File: src/design/ksyn_pkg.sv
`timescale 1ns / 1ps
// shared types, scan codes and constant tables of the keyboard sine synth
package ksyn_pkg;

    localparam int KEY_W     = 8;
    localparam int VOICE_W   = 3;
    localparam int VOL_W     = 4;
    localparam int TICK_W    = 16;
    localparam int STEP_W    = 15;
    localparam int CFG_IDX_W = 4;
    localparam int NUM_CFG   = 8;
    localparam int OUT_W     = 32;
    localparam int PROD_W    = STEP_W + TICK_W;

    localparam logic [7:0] BREAK_CODE    = 8'hF0;
    localparam logic [7:0] VOL_UP_CODE   = 8'h55;
    localparam logic [7:0] VOL_DOWN_CODE = 8'h4E;

    localparam logic [7:0] NOTE_CODES [KEY_W] = '{
        8'h1C, 8'h1B, 8'h23, 8'h2B, 8'h3B, 8'h42, 8'h4B, 8'h4C
    };

    localparam logic [STEP_W-1:0] STEP_RESET [NUM_CFG] = '{
        15'd130, 15'd146, 15'd164, 15'd174, 15'd195, 15'd220, 15'd246, 15'd261
    };

    // q30 fixed point
    localparam logic [30:0] Q30_ONE     = 31'h4000_0000;
    localparam logic [30:0] Q30_HALF_PI = 31'd1686629713;

    typedef struct packed {
        logic               take;
        logic               issue;
        logic [VOICE_W-1:0] voice;
        logic               load;
    } t_dp_cmd;

    typedef struct packed {
        logic emit;
        logic busy;
    } t_dp_sts;

    // divisor (2k+2)(2k+3) of series term k+1
    function automatic logic [8:0] f_series_div(input logic [2:0] k);
        logic [8:0] d;
        case (k)
            3'd0: d = 9'd6;
            3'd1: d = 9'd20;
            3'd2: d = 9'd42;
            3'd3: d = 9'd72;
            3'd4: d = 9'd110;
            3'd5: d = 9'd156;
            3'd6: d = 9'd210;
            3'd7: d = 9'd272;
            default: d = 9'd6;
        endcase
        return d;
    endfunction

    // floor(2^32 / divisor), quotient may come out one low
    function automatic logic [29:0] f_series_rcp(input logic [2:0] k);
        logic [29:0] m;
        case (k)
            3'd0: m = 30'd715827882;
            3'd1: m = 30'd214748364;
            3'd2: m = 30'd102261126;
            3'd3: m = 30'd59652323;
            3'd4: m = 30'd39045157;
            3'd5: m = 30'd27531841;
            3'd6: m = 30'd20452225;
            3'd7: m = 30'd15790320;
            default: m = 30'd715827882;
        endcase
        return m;
    endfunction

endpackage

File: src/design/ksyn_ctrl.sv
`timescale 1ns / 1ps
// controller state machine: request acceptance, voice issue, result hand-off
module ksyn_ctrl #(
    parameter int NUM_VOICES = 8
) (
    input  logic              i_clk,
    input  logic              i_rst_n,
    input  logic              i_fill_done,
    input  logic              i_in_valid,
    output logic              o_in_stall,
    input  logic              i_out_stall,
    output logic              o_out_valid,
    input  ksyn_pkg::t_dp_sts i_sts,
    output ksyn_pkg::t_dp_cmd o_cmd
);

    import ksyn_pkg::*;

    localparam logic [2:0] C_FILL  = 3'd0;
    localparam logic [2:0] C_IDLE  = 3'd1;
    localparam logic [2:0] C_ISSUE = 3'd2;
    localparam logic [2:0] C_DRAIN = 3'd3;
    localparam logic [2:0] C_OUT   = 3'd4;

    logic [2:0]         r_state, n_state;
    logic [VOICE_W-1:0] r_voice, n_voice;
    logic               r_out_valid, n_out_valid;

    always_comb begin
        n_state     = r_state;
        n_voice     = r_voice;
        n_out_valid = r_out_valid;
        o_cmd       = '0;
        if (r_out_valid && !i_out_stall) begin
            n_out_valid = 1'b0;
        end
        case (r_state)
            C_FILL: begin
                if (i_fill_done) begin
                    n_state = C_IDLE;
                end
            end
            C_IDLE: begin
                if (i_in_valid) begin
                    o_cmd.take = 1'b1;
                    if (i_sts.emit) begin
                        n_state = C_ISSUE;
                        n_voice = '0;
                    end
                end
            end
            C_ISSUE: begin
                o_cmd.issue = 1'b1;
                o_cmd.voice = r_voice;
                if (r_voice == VOICE_W'(NUM_VOICES - 1)) begin
                    n_state = C_DRAIN;
                end else begin
                    n_voice = r_voice + VOICE_W'(1);
                end
            end
            C_DRAIN: begin
                if (!i_sts.busy) begin
                    n_state = C_OUT;
                end
            end
            C_OUT: begin
                if (!r_out_valid || !i_out_stall) begin
                    o_cmd.load  = 1'b1;
                    n_out_valid = 1'b1;
                    n_state     = C_IDLE;
                end
            end
            default: n_state = C_FILL;
        endcase
    end

    always_ff @(posedge i_clk) begin
        if (!i_rst_n) begin
            r_state     <= C_FILL;
            r_voice     <= '0;
            r_out_valid <= 1'b0;
        end else begin
            r_state     <= n_state;
            r_voice     <= n_voice;
            r_out_valid <= n_out_valid;
        end
    end

    assign o_in_stall  = (r_state != C_IDLE);
    assign o_out_valid = r_out_valid;

endmodule

File: config.mk
export PLATFORM = sky130hd
export DESIGN_NAME = ksyn_ctrl
export DESIGN_NICKNAME = d
export VERILOG_FILES = /design/src/design/ksyn_pkg.sv /design/src/design/ksyn_ctrl.sv
export SDC_FILE = /design/constraint.sdc
export NUM_CORES = 1
export LEC_CHECK = 0
export BUFFER_PORTS_ARGS = -buffer_cell sky130_fd_sc_hd__buf_2
export CAP_MARGIN = 20
export CORE_AREA = 2 2 39 41
export CTS_CLUSTER_SIZE = 12
export DETAILED_ROUTE_END_ITERATION = 10
export DIE_AREA = 0 0 41 43
export PLACE_DENSITY = 0.59
export SLEW_MARGIN = 20
export SYNTH_ARGS = -nofsm -noshare
export SYNTH_HDL_FRONTEND = slang
export SYNTH_SLANG_ARGS = --single-unit
File: constraint.sdc
create_clock -name i_clk -period 2.3 [get_ports i_clk]
set_input_delay 0.345 -clock i_clk [delete_from_list [all_inputs] [get_ports i_clk]]
set_output_delay 0.345 -clock i_clk [all_outputs]
set_load 0.02 [all_outputs]
# Word level (Yosys, flattened, before mapping)
# Index checks and enable logic that the tools add are counted.
[op_classes]
muxes = 19
n_reduce_logical = 8
n_addsub = 1
eq_ne = 13
[op_table]
columns = ["cell", "n"]
rows = [
  ["2-to-1 mux 3 bit", 9],
  ["case mux 3 bit (5 select lines)", 1],
  ["!= test 2 bit (second input constant)", 7],
  ["2-to-1 mux 1 bit", 7],
  ["equality test 3 x 2 -> 1 bit (second input constant)", 2],
  ["equality test 3 bit (second input constant)", 2],
  ["case mux 3 bit (2 select lines)", 1],
  ["AND reduction 6 bit", 1],
  ["2-to-1 mux 4 bit", 1],
  ["AND reduction 4 bit", 1],
  ["adder 3 x 1 -> 3 bit (second input constant)", 1],
  ["equality test 3 x 1 -> 1 bit (second input constant)", 1],
  ["logical NOT 3 bit", 1],
  ["!= test 3 x 1 -> 1 bit (second input constant)", 1],
  ["logical NOT 1 bit", 2],
  ["nonzero test 2 bit", 1],
  ["logical AND 1 bit", 1],
  ["logical OR 1 bit", 1],
]
[totals]
elab_cells = 44
out_inout_bits = 8
regBits = 7

# Longest topological paths before layout
[depth]
ltp_word = 5
mapped_depth = 5

# Worst setup path before layout
# No wires, ideal clock.
[synth_path]
path_kind = "register to output"
startpoint = "reg r_state[1]"
endpoint = "out o_cmd[5] in the netlist's numbering"
path_buffers = 1
required_time_ps = 1955
t_arrival_ps = 1223
setup_slack_ps = 732
path_stages_with_launch = 3
cell_sequence = "dfxtp_1 -> clkbuf_1 -> nor4bb_1"
[synth_lines]
columns = ["item", "line_no", "source"]
rows = [
  ["start, declared", "ksyn_ctrl.sv:25", "logic [2:0] r_state, n_state;"],
  ["start signal, assigned", "ksyn_ctrl.sv:83", "r_state <= n_state;"],
  ["end, declared", "ksyn_ctrl.sv:14", "output ksyn_pkg::t_dp_cmd o_cmd"],
]

==> metrics.md <==
| Metric | Value |
|---|---|
| Post-CTS Resized | `0` |
| Post-synthesis xor/xnor area fraction | `0` |
| Unique masters post-synth | `33` |
| Worst-Skew Late Latency | `250 ps` |
| Post-DP Area | `526 µm²` |
| Switching share of power | `0.269` |
| Power per cell area | `528 mW/mm²` |
| Final hold vios | `0` |
| Synth Area in Compound Gates | `0.149` |
| Fin crit share | `0.775` |
| CP Class | `reg -> out` |
| Final net count | `76` |
| Initial Utilization | `0.334` |
| Req. time, crit path | `1960 ps` |
| GRT Util Overall | `0.119` |
| Worst-path fanout max | `10` |
| Final Skew | `1.91 ps` |
| # rows | `14` |
| Layout area overhead | `19.5%` |
| H-tree levels | `1` |
| Most frequent cells in the layout | `14 x buf_2, 7 x dfxtp_1` |
| DR vias | `405` |
| Max-Cap Viols | `0` |
| Number of port buffers | `14` |
| Initial DRC count | `3` |
| Worst r2r path cells | `5` |
| Residual antenna-violating net count after detailed routing | `0` |
| Min-delay src | `i_out_stall` |
| Max Root-Sink Buffers | `2` |
| Hold_ws | `403 ps` |
| Final Cell Area | `552 µm²` |
| Layout fillers | `162` |
| IO Pins | `15` |
| Total number of yosys warnings | `0` |
| Post-Syn Area per Cell | `8.88 µm²` |
| Vias in the first global route | `351` |
| Drt wl/cell | `11.2 µm` |
| CP startpoint kind | `flip-flop` |
| Cell-internal power | `0.213 mW` |
| CTS tree | `done` |
| Core Area | `0.00138 mm²` |
| 1st-pass router iterations | `2` |
| CP arrival | `1440 ps` |
| Share of layout cells above drive strength 1 | `0.333` |
| Setup Total Neg Slack | `0 ps` |
| Gate power share | `0.150` |
| Tot Pwr | `0.291 mW` |
| DR vias/cell | `4.94` |
| Worst setup startpoint | `r_state[2]` |
| Post-Syn Area | `462 µm²` |
| Clock network power share | `0.393` |
| Worst-path clk slew | `50 ps` |
| Sequential share of the synthesized area | `0.304` |
| Post-Syn Nets | `61` |
| Fmax | `561 MHz` |
| Worst hold stages | `3` |
| Outcome | `completed` |
| Largest family of logic cells by synthesized area | `simple AND/OR/NAND/NOR gates` |
| Hold WC Path Type | `in -> reg` |
| Number of synthesized register bits | `7` |
| Die height | `43 µm` |
| Gpl congestion | `0.742` |
| Die width | `41 µm` |
| Clock Sinks | `7` |
| Hold-fix buffers at CTS | `0` |
| Synth Area in Adders | `0.0542` |
| R2R setup slack | `890 ps` |
| Setup Viol. Count Final | `0` |
| Antenna diodes | `0` |
| WL final | `918 µm` |
| Unrepaired setup endpoints after global routing | `false` |
| DRC viols | `0` |
| Root Buffer | `clkbuf_4` |
| Worst-Margin Slew | `427 ps` |
| Sequential power share | `0.457` |
| First-pass GRT wire length | `1.43 mm` |
| Largest net degree at the start of global routing | `17` |
| Reg-to-Reg Start | `r_voice[0]` |
| Num CTS Buffers | `3` |
| Pins Over Slew Limit | `0` |
| Leakage | `0.258 nW` |
| Cells after synthesis | `52` |
| Total Die Area | `0.00176 mm²` |
| Mux cell area share after synthesis | `0.0217` |
| Initial antenna violation count | `0` |
| Most common cell after layout, fill and taps aside | `buf_2` |
| Slew headroom | `0.715` |
| Worst VDD drop | `0.188 mV` |
| Net switching power | `0.0783 mW` |
| Critical Path Sink Type | `primary output` |
| Dpl hpwl | `651 µm` |
| Simple-gate share of the synthesized area | `0.415` |
| Minimum clock period | `1780 ps` |
| Grt ovf | `0` |
| Post-CTS Setup Bufs | `0` |
-- cell families after synthesis --
group           count (synthesis)
buf+inv                         4
compound gates                 11
fa+ha+maj                       2
mux                             1
flops                           7
simple gates                   27
-- per-layer routing --
layer  vias up  GRT usage  part of all wire
met2         5      0.163              0.48
met5         -          0                 0
met1       177      0.167              0.50
li1        223          -                 -
met4         0     0.0800                 0
met3         0     0.0157             0.016
-- final timing paths --
path / to
setup reg to reg: r_state[0]
hold / removal: o_out_valid
setup / recovery: o_cmd[0]
hold reg to reg: r_voice[2]
-- worst max-delay path, cell delays in order (launching register included) --
cell and delay, ps:
dfxtp_1 470, or3b_4 430, a21oi_1 110, buf_2 170
-- per-stage QoR --
stage	instances	util	setup slack [ps]
after floorplan	52	-	732
after global placement	78	0.380	793
after detailed placement	78	0.380	781
after global routing	82	0.399	439
final	82	0.399	517
after CTS	82	0.399	500
-- registers in the layout (all words and copies together) (netlist names) --
register / count
o_out_valid: 1
r_state: 3
r_voice: 3
-- power groups by stage --
stage | combinational [mW] | sequential (mW) | clock, mW
after floorplan | 0.0384 | 0.130 | 0
after global placement | 0.0440 | 0.136 | 0
after detailed placement | 0.0437 | 0.136 | 0
after CTS | 0.0442 | 0.133 | 0.120
after global routing | 0.0497 | 0.134 | 0.123
final | 0.0436 | 0.133 | 0.114
-- cell type report --
class / count / area, µm² / share of cell area
Multi-Input combinational cell: 41 / 295 / 0.535
Sequential cell: 7 / 140 / 0.254
Clock buffer: 4 / 26.3 / 0.0476
Tap cell: 16 / 20.0 / 0.0363
Timing Repair Buffer: 14 / 70.1 / 0.127
-- synthesized netlist by cell type --
library cell / number / area, µm²
and4b_1: 1 / 10.0
o21ai_1: 3 / 15.0
a211o_1: 1 / 8.76
nand4bb_1: 1 / 11.3
clkbuf_1: 1 / 3.75
and2b_1: 1 / 7.51
nand2_1: 3 / 11.3
nor4bb_1: 1 / 10.0
and3_1: 3 / 18.8
o21a_1: 1 / 7.51
nor2_2: 1 / 6.26
and4_1: 1 / 8.76
buf_4: 1 / 7.51
nand3b_1: 1 / 7.51
buf_6: 1 / 11.3
a21oi_1: 3 / 15.0
dfxtp_1: 7 / 140
o21ba_2: 1 / 10.0
a21boi_1: 1 / 7.51
or2b_1: 1 / 7.51
mux2i_1: 1 / 10.0
buf_1: 1 / 3.75
nor2_1: 3 / 11.3
nand2b_1: 1 / 6.26
o21ai_0: 1 / 5.00
and2_1: 1 / 6.26
or3b_4: 1 / 11.3
ha_1: 2 / 25.0
and4bb_2: 1 / 12.5
or3b_2: 1 / 8.76
nand4b_1: 1 / 8.76
nor3b_1: 2 / 15.0
nand4_1: 2 / 12.5
No activity file was read; power rests on OpenSTA's default activity.
