### src/design/ksyn_pkg.sv
`timescale 1ns / 1ps
// shared types, scan codes and constant tables of the keyboard sine synth
package ksyn_pkg;

    localparam int KEY_W     = 8;
    localparam int VOICE_W   = 3;
    localparam int VOL_W     = 4;
    localparam int TICK_W    = 16;
    localparam int STEP_W    = 15;
    localparam int CFG_IDX_W = 4;
    localparam int NUM_CFG   = 8;
    localparam int OUT_W     = 32;
    localparam int PROD_W    = STEP_W + TICK_W;

    localparam logic [7:0] BREAK_CODE    = 8'hF0;
    localparam logic [7:0] VOL_UP_CODE   = 8'h55;
    localparam logic [7:0] VOL_DOWN_CODE = 8'h4E;

    localparam logic [7:0] NOTE_CODES [KEY_W] = '{
        8'h1C, 8'h1B, 8'h23, 8'h2B, 8'h3B, 8'h42, 8'h4B, 8'h4C
    };

    localparam logic [STEP_W-1:0] STEP_RESET [NUM_CFG] = '{
        15'd130, 15'd146, 15'd164, 15'd174, 15'd195, 15'd220, 15'd246, 15'd261
    };

    // q30 fixed point
    localparam logic [30:0] Q30_ONE     = 31'h4000_0000;
    localparam logic [30:0] Q30_HALF_PI = 31'd1686629713;

    typedef struct packed {
        logic               take;
        logic               issue;
        logic [VOICE_W-1:0] voice;
        logic               load;
    } t_dp_cmd;

    typedef struct packed {
        logic emit;
        logic busy;
    } t_dp_sts;

    // divisor (2k+2)(2k+3) of series term k+1
    function automatic logic [8:0] f_series_div(input logic [2:0] k);
        logic [8:0] d;
        case (k)
            3'd0: d = 9'd6;
            3'd1: d = 9'd20;
            3'd2: d = 9'd42;
            3'd3: d = 9'd72;
            3'd4: d = 9'd110;
            3'd5: d = 9'd156;
            3'd6: d = 9'd210;
            3'd7: d = 9'd272;
            default: d = 9'd6;
        endcase
        return d;
    endfunction

    // floor(2^32 / divisor), quotient may come out one low
    function automatic logic [29:0] f_series_rcp(input logic [2:0] k);
        logic [29:0] m;
        case (k)
            3'd0: m = 30'd715827882;
            3'd1: m = 30'd214748364;
            3'd2: m = 30'd102261126;
            3'd3: m = 30'd59652323;
            3'd4: m = 30'd39045157;
            3'd5: m = 30'd27531841;
            3'd6: m = 30'd20452225;
            3'd7: m = 30'd15790320;
            default: m = 30'd715827882;
        endcase
        return m;
    endfunction

endpackage

### src/design/ksyn_dp.sv
`timescale 1ns / 1ps
// datapath: key state, tick counter, voice index pipeline, mixer and output register
module ksyn_dp #(
    parameter int TABLE_LEN   = 48000,
    parameter int DECIMATE    = 10,
    parameter int NUM_VOICES  = 8,
    parameter int MAX_VOLUME  = 10,
    parameter int SAMPLE_BITS = 24
) (
    input  logic                                i_clk,
    input  logic                                i_rst_n,
    input  ksyn_pkg::t_dp_cmd                   i_cmd,
    output ksyn_pkg::t_dp_sts                   o_sts,
    input  logic                                i_scan_valid,
    input  logic [7:0]                          i_scan_byte,
    input  logic                                i_cfg_we,
    input  logic [ksyn_pkg::CFG_IDX_W-1:0]      i_cfg_index,
    input  logic [ksyn_pkg::STEP_W-1:0]         i_cfg_data,
    output logic [$clog2(TABLE_LEN)-1:0]        o_rd_addr,
    input  logic [SAMPLE_BITS-1:0]              i_rd_data,
    output logic signed [ksyn_pkg::OUT_W-1:0]   o_sample_value,
    output logic [ksyn_pkg::KEY_W-1:0]          o_keys_held,
    output logic [ksyn_pkg::VOL_W-1:0]          o_volume_level
);

    import ksyn_pkg::*;

    localparam int IDX_W   = $clog2(TABLE_LEN);
    localparam int DEC_W   = $clog2(DECIMATE + 1);
    localparam int RECIP_W = 32 - IDX_W;
    localparam int QM_W    = PROD_W + RECIP_W;
    localparam int QL_W    = RECIP_W + TICK_W;
    localparam int ACC_W   = SAMPLE_BITS + VOICE_W;
    localparam int SCL_W   = ACC_W + VOL_W + 1;
    localparam logic [RECIP_W-1:0] MOD_RECIP = RECIP_W'((64'd1 << 31) / TABLE_LEN);
    localparam logic [IDX_W:0]     LEN_C     = (IDX_W + 1)'(TABLE_LEN);

    logic [STEP_W-1:0]   r_step [NUM_CFG];
    logic [KEY_W-1:0]    r_keys, n_keys;
    logic                r_armed, n_armed;
    logic [VOL_W-1:0]    r_vol, n_vol;
    logic [TICK_W-1:0]   r_tick;
    logic [DEC_W-1:0]    r_dec;
    logic [TICK_W-1:0]   r_item_tick;

    logic                r_v1, r_v2, r_v3, r_v4;
    logic                r_u1, r_u2, r_u3, r_u4;
    logic [PROD_W-1:0]   r_prod1, r_prod2, r_prod3;
    logic [QM_W-1:0]     r_qm2;
    logic [PROD_W-1:0]   r_ql3;
    logic signed [ACC_W-1:0] r_acc;

    logic signed [OUT_W-1:0] r_sample;
    logic [KEY_W-1:0]    r_keys_out;
    logic [VOL_W-1:0]    r_vol_out;

    logic                w_note_hit;
    logic [VOICE_W-1:0]  w_note;
    logic [QL_W-1:0]     w_ql;
    logic [PROD_W-1:0]   w_diff;
    logic [IDX_W:0]      w_d;
    logic [IDX_W:0]      w_dsub;
    logic signed [SCL_W-1:0] w_scaled;

    // scan byte decode
    always_comb begin
        n_keys     = r_keys;
        n_armed    = r_armed;
        n_vol      = r_vol;
        w_note_hit = 1'b0;
        w_note     = '0;
        for (int i = 0; i < NUM_VOICES; i++) begin
            if (i_scan_byte == NOTE_CODES[i]) begin
                w_note_hit = 1'b1;
                w_note     = VOICE_W'(i);
            end
        end
        if (i_scan_valid) begin
            if (w_note_hit) begin
                if (r_armed) begin
                    n_keys[w_note] = 1'b0;
                    n_armed        = 1'b0;
                end else begin
                    n_keys[w_note] = 1'b1;
                end
            end else if (i_scan_byte == VOL_UP_CODE) begin
                if (r_armed) begin
                    if (r_vol < VOL_W'(MAX_VOLUME)) begin
                        n_vol = r_vol + VOL_W'(1);
                    end
                    n_armed = 1'b0;
                end
            end else if (i_scan_byte == VOL_DOWN_CODE) begin
                if (r_armed) begin
                    if (r_vol > VOL_W'(1)) begin
                        n_vol = r_vol - VOL_W'(1);
                    end
                    n_armed = 1'b0;
                end
            end else if (i_scan_byte == BREAK_CODE) begin
                n_armed = 1'b1;
            end else begin
                n_armed = 1'b0;
            end
        end
    end

    always_ff @(posedge i_clk) begin
        if (!i_rst_n) begin
            for (int i = 0; i < NUM_CFG; i++) begin
                r_step[i] <= STEP_RESET[i];
            end
            r_keys  <= '0;
            r_armed <= 1'b0;
            r_vol   <= VOL_W'(1);
            r_tick  <= '0;
            r_dec   <= '0;
        end else begin
            for (int i = 0; i < NUM_CFG; i++) begin
                if (i_cfg_we && (i_cfg_index == CFG_IDX_W'(i))) begin
                    r_step[i] <= i_cfg_data;
                end
            end
            if (i_cmd.take) begin
                r_keys  <= n_keys;
                r_armed <= n_armed;
                r_vol   <= n_vol;
                if (r_tick == TICK_W'(TABLE_LEN)) begin
                    r_tick <= '0;
                    r_dec  <= '0;
                end else begin
                    r_tick <= r_tick + TICK_W'(1);
                    r_dec  <= (r_dec == DEC_W'(DECIMATE - 1)) ? '0 : (r_dec + DEC_W'(1));
                end
            end
        end
    end

    // index pipeline: step * tick, then mod table length by reciprocal
    assign w_ql   = QL_W'(r_qm2[QM_W-1:31]) * QL_W'(TABLE_LEN);
    assign w_diff = r_prod3 - r_ql3;
    assign w_d    = w_diff[IDX_W:0];
    assign w_dsub = w_d - LEN_C;
    assign o_rd_addr = (w_d >= LEN_C) ? w_dsub[IDX_W-1:0] : w_d[IDX_W-1:0];

    always_ff @(posedge i_clk) begin
        if (!i_rst_n) begin
            r_v1 <= 1'b0;
            r_v2 <= 1'b0;
            r_v3 <= 1'b0;
            r_v4 <= 1'b0;
        end else begin
            r_v1 <= i_cmd.issue;
            r_v2 <= r_v1;
            r_v3 <= r_v2;
            r_v4 <= r_v3;
        end
    end

    always_ff @(posedge i_clk) begin
        if (i_cmd.take) begin
            r_item_tick <= r_tick;
        end
        r_prod1 <= PROD_W'(r_step[i_cmd.voice]) * PROD_W'(r_item_tick);
        r_u1    <= r_keys[i_cmd.voice];
        r_qm2   <= QM_W'(r_prod1) * QM_W'(MOD_RECIP);
        r_prod2 <= r_prod1;
        r_u2    <= r_u1;
        r_ql3   <= w_ql[PROD_W-1:0];
        r_prod3 <= r_prod2;
        r_u3    <= r_u2;
        r_u4    <= r_u3;
        if (i_cmd.take) begin
            r_acc <= '0;
        end else if (r_v4 && r_u4) begin
            r_acc <= r_acc + $signed({{VOICE_W{i_rd_data[SAMPLE_BITS-1]}}, i_rd_data});
        end
    end

    // volume scaling into the output register
    assign w_scaled = r_acc * $signed({1'b0, r_vol});

    always_ff @(posedge i_clk) begin
        if (i_cmd.load) begin
            r_sample   <= OUT_W'(w_scaled);
            r_keys_out <= r_keys;
            r_vol_out  <= r_vol;
        end
    end

    assign o_sts.emit = (r_dec == '0);
    assign o_sts.busy = r_v1 | r_v2 | r_v3 | r_v4;

    assign o_sample_value = r_sample;
    assign o_keys_held    = r_keys_out;
    assign o_volume_level = r_vol_out;

endmodule

### config.mk
export PLATFORM = sky130hd
export DESIGN_NAME = ksyn_dp
export DESIGN_NICKNAME = d
export VERILOG_FILES = /design/src/design/ksyn_pkg.sv /design/src/design/ksyn_dp.sv
export SDC_FILE = /design/constraint.sdc
export NUM_CORES = 2
export LEC_CHECK = 0
export BUFFER_PORTS_ARGS = -buffer_cell sky130_fd_sc_hd__buf_4
export CAP_MARGIN = 20
export CORE_MARGIN = 2
export CORE_UTILIZATION = 45
export CTS_CLUSTER_DIAMETER = 60
export DETAILED_ROUTE_END_ITERATION = 12
export GPL_TIMING_DRIVEN = 0
export PLACE_DENSITY = 0.62
export SLEW_MARGIN = 20
export SYNTH_ARGS = -nofsm -noshare
export SYNTH_HDL_FRONTEND = slang
export SYNTH_SLANG_ARGS = --single-unit
### constraint.sdc
create_clock -name i_clk -period 15.4 [get_ports i_clk]
set_clock_uncertainty 0.05 [all_clocks]
set_input_delay 0.77 -clock i_clk [delete_from_list [all_inputs] [get_ports i_clk]]
set_output_delay 0.77 -clock i_clk [all_outputs]
set_load 0.05 [all_outputs]
Word level (Yosys, flattened, before mapping)
Memory sizes are Yosys's and may differ from the RTL's.
Index checks and enable logic that the tools add are counted.
- mux-type cells: 67
- reductions and logical operators: 17
- div/mod/pow operators: 0
- multipliers: 4
- shift operators: 0
- magnitude comparators: 6
- add/subtract/negate cells: 7
- equality and inequality tests: 23
- bitwise operators: 15
- operators by type and width (operator ; count):
    2-to-1 mux 15 bit ; 8
    multiplier 31 x 16 -> 47 bit, second input constant ; 1
    equality test 8 x 7 -> 1 bit, second input constant ; 5
    2-to-1 mux 1 bit ; 40
    multiplier 27 x 5 -> 32 bit ; 1
    2-to-1 mux 16 bit ; 2
    2-to-1 mux 4 bit ; 8
    multiplier 15 x 16 -> 31 bit ; 1
    adder 27 x 24 -> 27 bit ; 1
    equality test 8 x 6 -> 1 bit, second input constant ; 3
    2-to-1 mux 3 bit ; 6
    >= comparator 17 x 16 -> 1 bit, second input constant ; 1
    subtractor 17 bit ; 1
    adder 16 x 1 -> 16 bit, second input constant ; 1
    equality test 16 bit, second input constant ; 1
    equality test 4 x 3 -> 1 bit, second input constant ; 4
    equality test 8 x 5 -> 1 bit, second input constant ; 2
    multiplier 16 x 9 -> 10 bit, second input constant ; 1
    subtractor 16 bit, second input constant ; 1
    OR 1 bit ; 11
    logical AND 1 bit ; 10
    adder 4 x 1 -> 4 bit, second input constant ; 2
    bitwise AND 8 bit ; 1
    equality test 4 x 2 -> 1 bit, second input constant ; 2
    other kinds (21) ; 25
- latch bits: 0
- memories: 1
- word-level logic and storage cells: 163
- ROM bits: 0
- register bits: 250
- RAM bits: 120
- memory list (memory ; words ; width ; read ports ; clocked after memory_dff ; wr ports ; line ; RTL):
    r_step ; 8 ; 15 ; 1 ; 0 ; 8 ; ksyn_dp.sv:38 ; logic [STEP_W-1:0] r_step [NUM_CFG];

Depth between registers and ports, before layout
- depth after elaboration: 15
- depth in mapped cells: 28

Worst setup path after synthesis
No wires, ideal clock.
- path kind: input -> register
- start: in i_cmd[1] (netlist name)
- end: reg r_prod1[30]
- stages on the path: 28
- setup slack: 7.411 ns
- arrival: 7.816 ns
- buffers on the path: 3
- data required time: 15.227 ns
- cell sequence: clkbuf_1 -> buf_2 -> mux4_2 -> mux2i_1 -> clkbuf_1 -> nor2b_1 -> fa_1 -> inv_1 -> fa_1 -> inv_1 -> fa_1 -> inv_1 -> fa_1 -> inv_1 -> fa_1 -> inv_1 -> fa_1 -> inv_1 -> ha_1 -> o21a_1 -> o221ai_2 -> a221oi_2 -> o21ai_1 -> a22oi_1 -> a31oi_1 -> a211oi_1 -> a211oi_1 -> xnor2_1
- cells in the longest elaborated chain, start to end: 2
- RTL lines (element ; line ; RTL):
    start, declared ; ksyn_dp.sv:12 ; input ksyn_pkg::t_dp_cmd i_cmd,
    memory read (8 x 15 bit) ; - ;
    multiplier 15 x 16 -> 31 bit ; ksyn_dp.sv:164 ; r_prod1 <= PROD_W'(r_step[i_cmd.voice]) * PROD_W'(r_item_tick);
    end signal, assigned ; ksyn_dp.sv:164 ;
    end, declared ; ksyn_dp.sv:48 ; logic [PROD_W-1:0] r_prod1, r_prod2, r_prod3;
Every way passes these cells.
A chain may end at the register's enable or synchronous reset.

Final worst setup path
Ends and elaborated chain as after synthesis.

==> metrics.csv <==
stage;metric;value;unit
run_status;status;completed;
worst_setup_path;Reg2Reg Launch Point;r_step[6][5];
worst_setup_path;Worst Setup Path Type;primary input to register;
place;Post-DP HPWL;59200;µm
cells_and_area;commonest non-fill, non-tap cell in the layout;inv_1;
place;IO Port Bufs;116;
sta;final hold vios;0;
worst_setup_path;Critical Path RT;15.79;ns
sta;hold slack;0.271;ns
route;Via density;5.00;
cells_and_area;Nets;4435;
global_route;Total GRT Usage;19.7;%
route;TritonRoute pass-1 iters;5;
route;DR iter-0 viols;1065;
synthesis;largest cells by area after synthesis;fa_1 (26%), edfxtp_1 (16%), ha_1 (15%);
cells_and_area;most frequent cells in the layout;inv_1 (740), fa_1 (435), ha_1 (407);
sta;final setup TNS;0;ns
place;Place WS;5.96;ns
die;core area;0.0744;mm²
cells_and_area;share of layout cells above drive strength 1;7.46;%
global_route;number of global-route vias before repair;23500;
place;Final GP Congestion;0.883;
worst_setup_path;R2R cell count;26;
worst_setup_path;CP Capture Type;register;
global_route;initial antenna violation count;1;
clock_tree;clock latency on the worst-skew pair;0.61;ns
sta;Tcrit/Tclk final;57.0;%
global_route;grt peak-use layer;met2;
clock_tree;H-tree depth reported by CTS;2;
clock_tree;CTS tree;yes;
clock_tree;post_cts resized;0;
global_route;first-pass GRT wire length;121000;µm
synthesis;leading area contributor after synthesis;fa_1;
sta;fin crit period;8.79;ns
route;DRC viols;0;
synthesis;Synth Register Bits;333;
clock_tree;total clock buffers created by CTS;44;
route;Post-DRT Antenna Nets;0;
synthesis;Syn Inst Count;3368;
worst_setup_path;R2R setup slack;7.20;ns
die;die height;278;µm
sta;Slew headroom;32.3;%
global_route;GR met2 Demand/Resource;33.3;%
cells_and_area;storage element area;0.00847;mm²
clock_tree;Root Driver;clkbuf_16;
cells_and_area;footprint of the multi-input gates;0.0223;mm²
clock_tree;CTS Buffer Depth;3;
route;Vias;22700;
die;Starting Density;45.5;%
synthesis;number of flops mapped to enable cells by yosys;180;
synthesis;synthesized cell area;0.0339;mm²
synthesis;post-synth top area share;25.7;%
sta;Slew Viols, Final;0;
sta;Slew @ Worst Pin;0.987;ns
cells_and_area;Synth-to-Final Area Change;10.7;%
global_route;GRT met3 Usage;2.88;%
clock_tree;clk slew on worst S/H paths;0.05;ns
synthesis;Syn Area/Cell;10.1;µm²
clock_tree;clock sinks;333;
clock_tree;Post-CTS Setup Bufs;0;
synthesis;Seq/Total Area, Yosys;25.0;%
hold_path;Hold Path Sink;r_prod3[12];
global_route;largest net degree at the start of global routing;45;
die;Top-Level Pins;123;
cells_and_area;# fillers;6866;
worst_setup_path;critical path arrival;9.18;ns
synthesis;Distinct cells, synth;75;
synthesis;async set-reset flop share out of synthesis;0;%
worst_setup_path;Critical R2R Capture;r_prod1[30];
sta;Max Clock Freq;0.114;GHz
route;DR WL/cell;16.3;µm
route;Total Wirelength;74000;µm
worst_setup_path;crit start category;primary input;
die;placement row count;100;
synthesis;syn_nets;4271;
flow_run;MaxCap Viol Count;0;
hold_path;WHS Path Cells;0;
synthesis;Ys Warns;0;
worst_setup_path;Max FO, Critical Path;10;
synthesis;ys flop type;edfxtp_1;
clock_tree;# hold bufs at CTS;0;
hold_path;Hold Path Class;register to register;
sta;Setup-failing EPs final;0;
sta;RSZ-0062 raised after global routing;false;
die;die area;0.0774;mm²
global_route;M1 GR Usage;26.2;%
global_route;grt ovf;0;
sta;worst setup margin;6.61;ns
hold_path;Hold Path Origin;r_prod2[12];
die;die width;278;µm
## kinds of logic (layout without fill, tap and decap cells)
| family | after synthesis | count (layout) | share of synthesized area [%] |
|---|---|---|---|
| xor gates and xnor gates | 132 | 132 | 3.42 |
| muxes | 56 | 56 | 2.88 |
| adders and majority gates | 842 | 842 | 40.8 |
| DFF | 333 | 333 | 25.0 |
| and+or+nand+nor | 846 | 846 | 12.4 |
| buffers and inverters | 827 | 1026 | 9.26 |
| AOI/OAI and AO/OA | 332 | 332 | 6.31 |
| other | 0 | 1 | 0 |
## routing by layer
metal	wire (µm)	up-vias	part of all wire, %
met4	2060	0	2.8
met2	35500	398	48
met5	0	-	0
li1	-	11100	-
met1	33200	11100	45
met3	3270	116	4.4
## metrics by stage
step / utilization, % / cell area, µm² / cells
4_1_cts: 50.3 / 37500 / 4536
6_report: 50.3 / 37500 / 4537
3_3_place_gp: 48.3 / 35900 / 4453
2_1_floorplan: - / 33900 / 3368
5_1_grt: 50.3 / 37500 / 4537
3_5_place_dp: 48.3 / 36000 / 4455
## flip-flops by register name (all words and copies together), names as in the netlist, 4 cells and up, named ones only
register and flops:
r_tick 16, r_vol 4, r_acc 27, r_prod1 31, o_sample_value 32, r_prod3 17, o_volume_level 4, o_keys_held 8
r_dec 4, r_prod2 16, r_qm2 11, r_step 120, r_ql3 10, r_item_tick 16
## synthesized netlist by cell type (4+ instances only)
cell type and instances:
a211o_1 5, a211oi_1 8, a21o_1 36, a21oi_1 112
a22oi_1 5, a31oi_1 9, and2_1 140, and3_1 17
buf_4 7, clkbuf_1 73, dfxtp_1 153, edfxtp_1 180
fa_1 435, ha_1 407, inv_1 740, mux2_2 11
mux2i_1 13, mux4_2 32, nand2_1 248, nand2b_1 18
nand3_1 32, nand3b_1 4, nand4_1 24, nor2_1 183
nor2b_1 100, nor3_1 31, nor4_1 6, o2111ai_1 4
o211ai_1 5, o21a_1 18, o21ai_0 63, o21ai_1 4
o21bai_1 13, o22ai_1 5, o31ai_1 6, or2_2 10
or3_1 14, or4_1 6, xnor2_1 98, xor2_1 34
## worst max-delay path by stage
stage / startpoint / depth (start not counted) / slack, ns / end
2_1_floorplan: i_cmd[1] / 28 / 7.41 / r_prod1[30]
3_3_place_gp: i_cmd[1] / 28 / 5.95 / r_prod1[30]
3_5_place_dp: i_cmd[1] / 28 / 5.96 / r_prod1[30]
4_1_cts: i_cmd[1] / 28 / 6.54 / r_prod1[30]
5_1_grt: i_cmd[1] / 26 / 6.05 / r_prod1[30]
6_report: i_cmd[1] / 28 / 6.61 / r_prod1[30]
## critical path: stages
cell,delay (ns)
clkbuf_1,0.28
buf_2,0.41
mux4_2,0.55
mux2i_1,0.73
clkbuf_1,0.53
nor2b_1,0.15
fa_1,0.56
inv_1,0.05
fa_1,0.53
inv_1,0.05
fa_1,0.50
inv_1,0.05
fa_1,0.47
inv_1,0.05
fa_1,0.53
inv_1,0.05
fa_1,0.52
inv_1,0.04
ha_1,0.30
o21a_1,0.16
o221ai_2,0.14
a221oi_2,0.42
o21ai_1,0.14
a22oi_1,0.35
a31oi_1,0.18
a211oi_1,0.35
a211oi_1,0.15
xnor2_1,0.14
## area by class of cell
type / count / share of cell area [%]
timing repair buffer: 118 / 2.40
tap: 969 / 3.24
sequential: 333 / 22.6
inverter: 741 / 7.42
clock buffer: 56 / 3.17
buffer: 86 / 0.942
multi-input combinational: 2208 / 59.4
clock inverter: 25 / 0.788
antenna: 1 / 0.00668
Power is not shown: default switching activity piles up to over one toggle a cycle in this logic, so the estimate is an artifact.
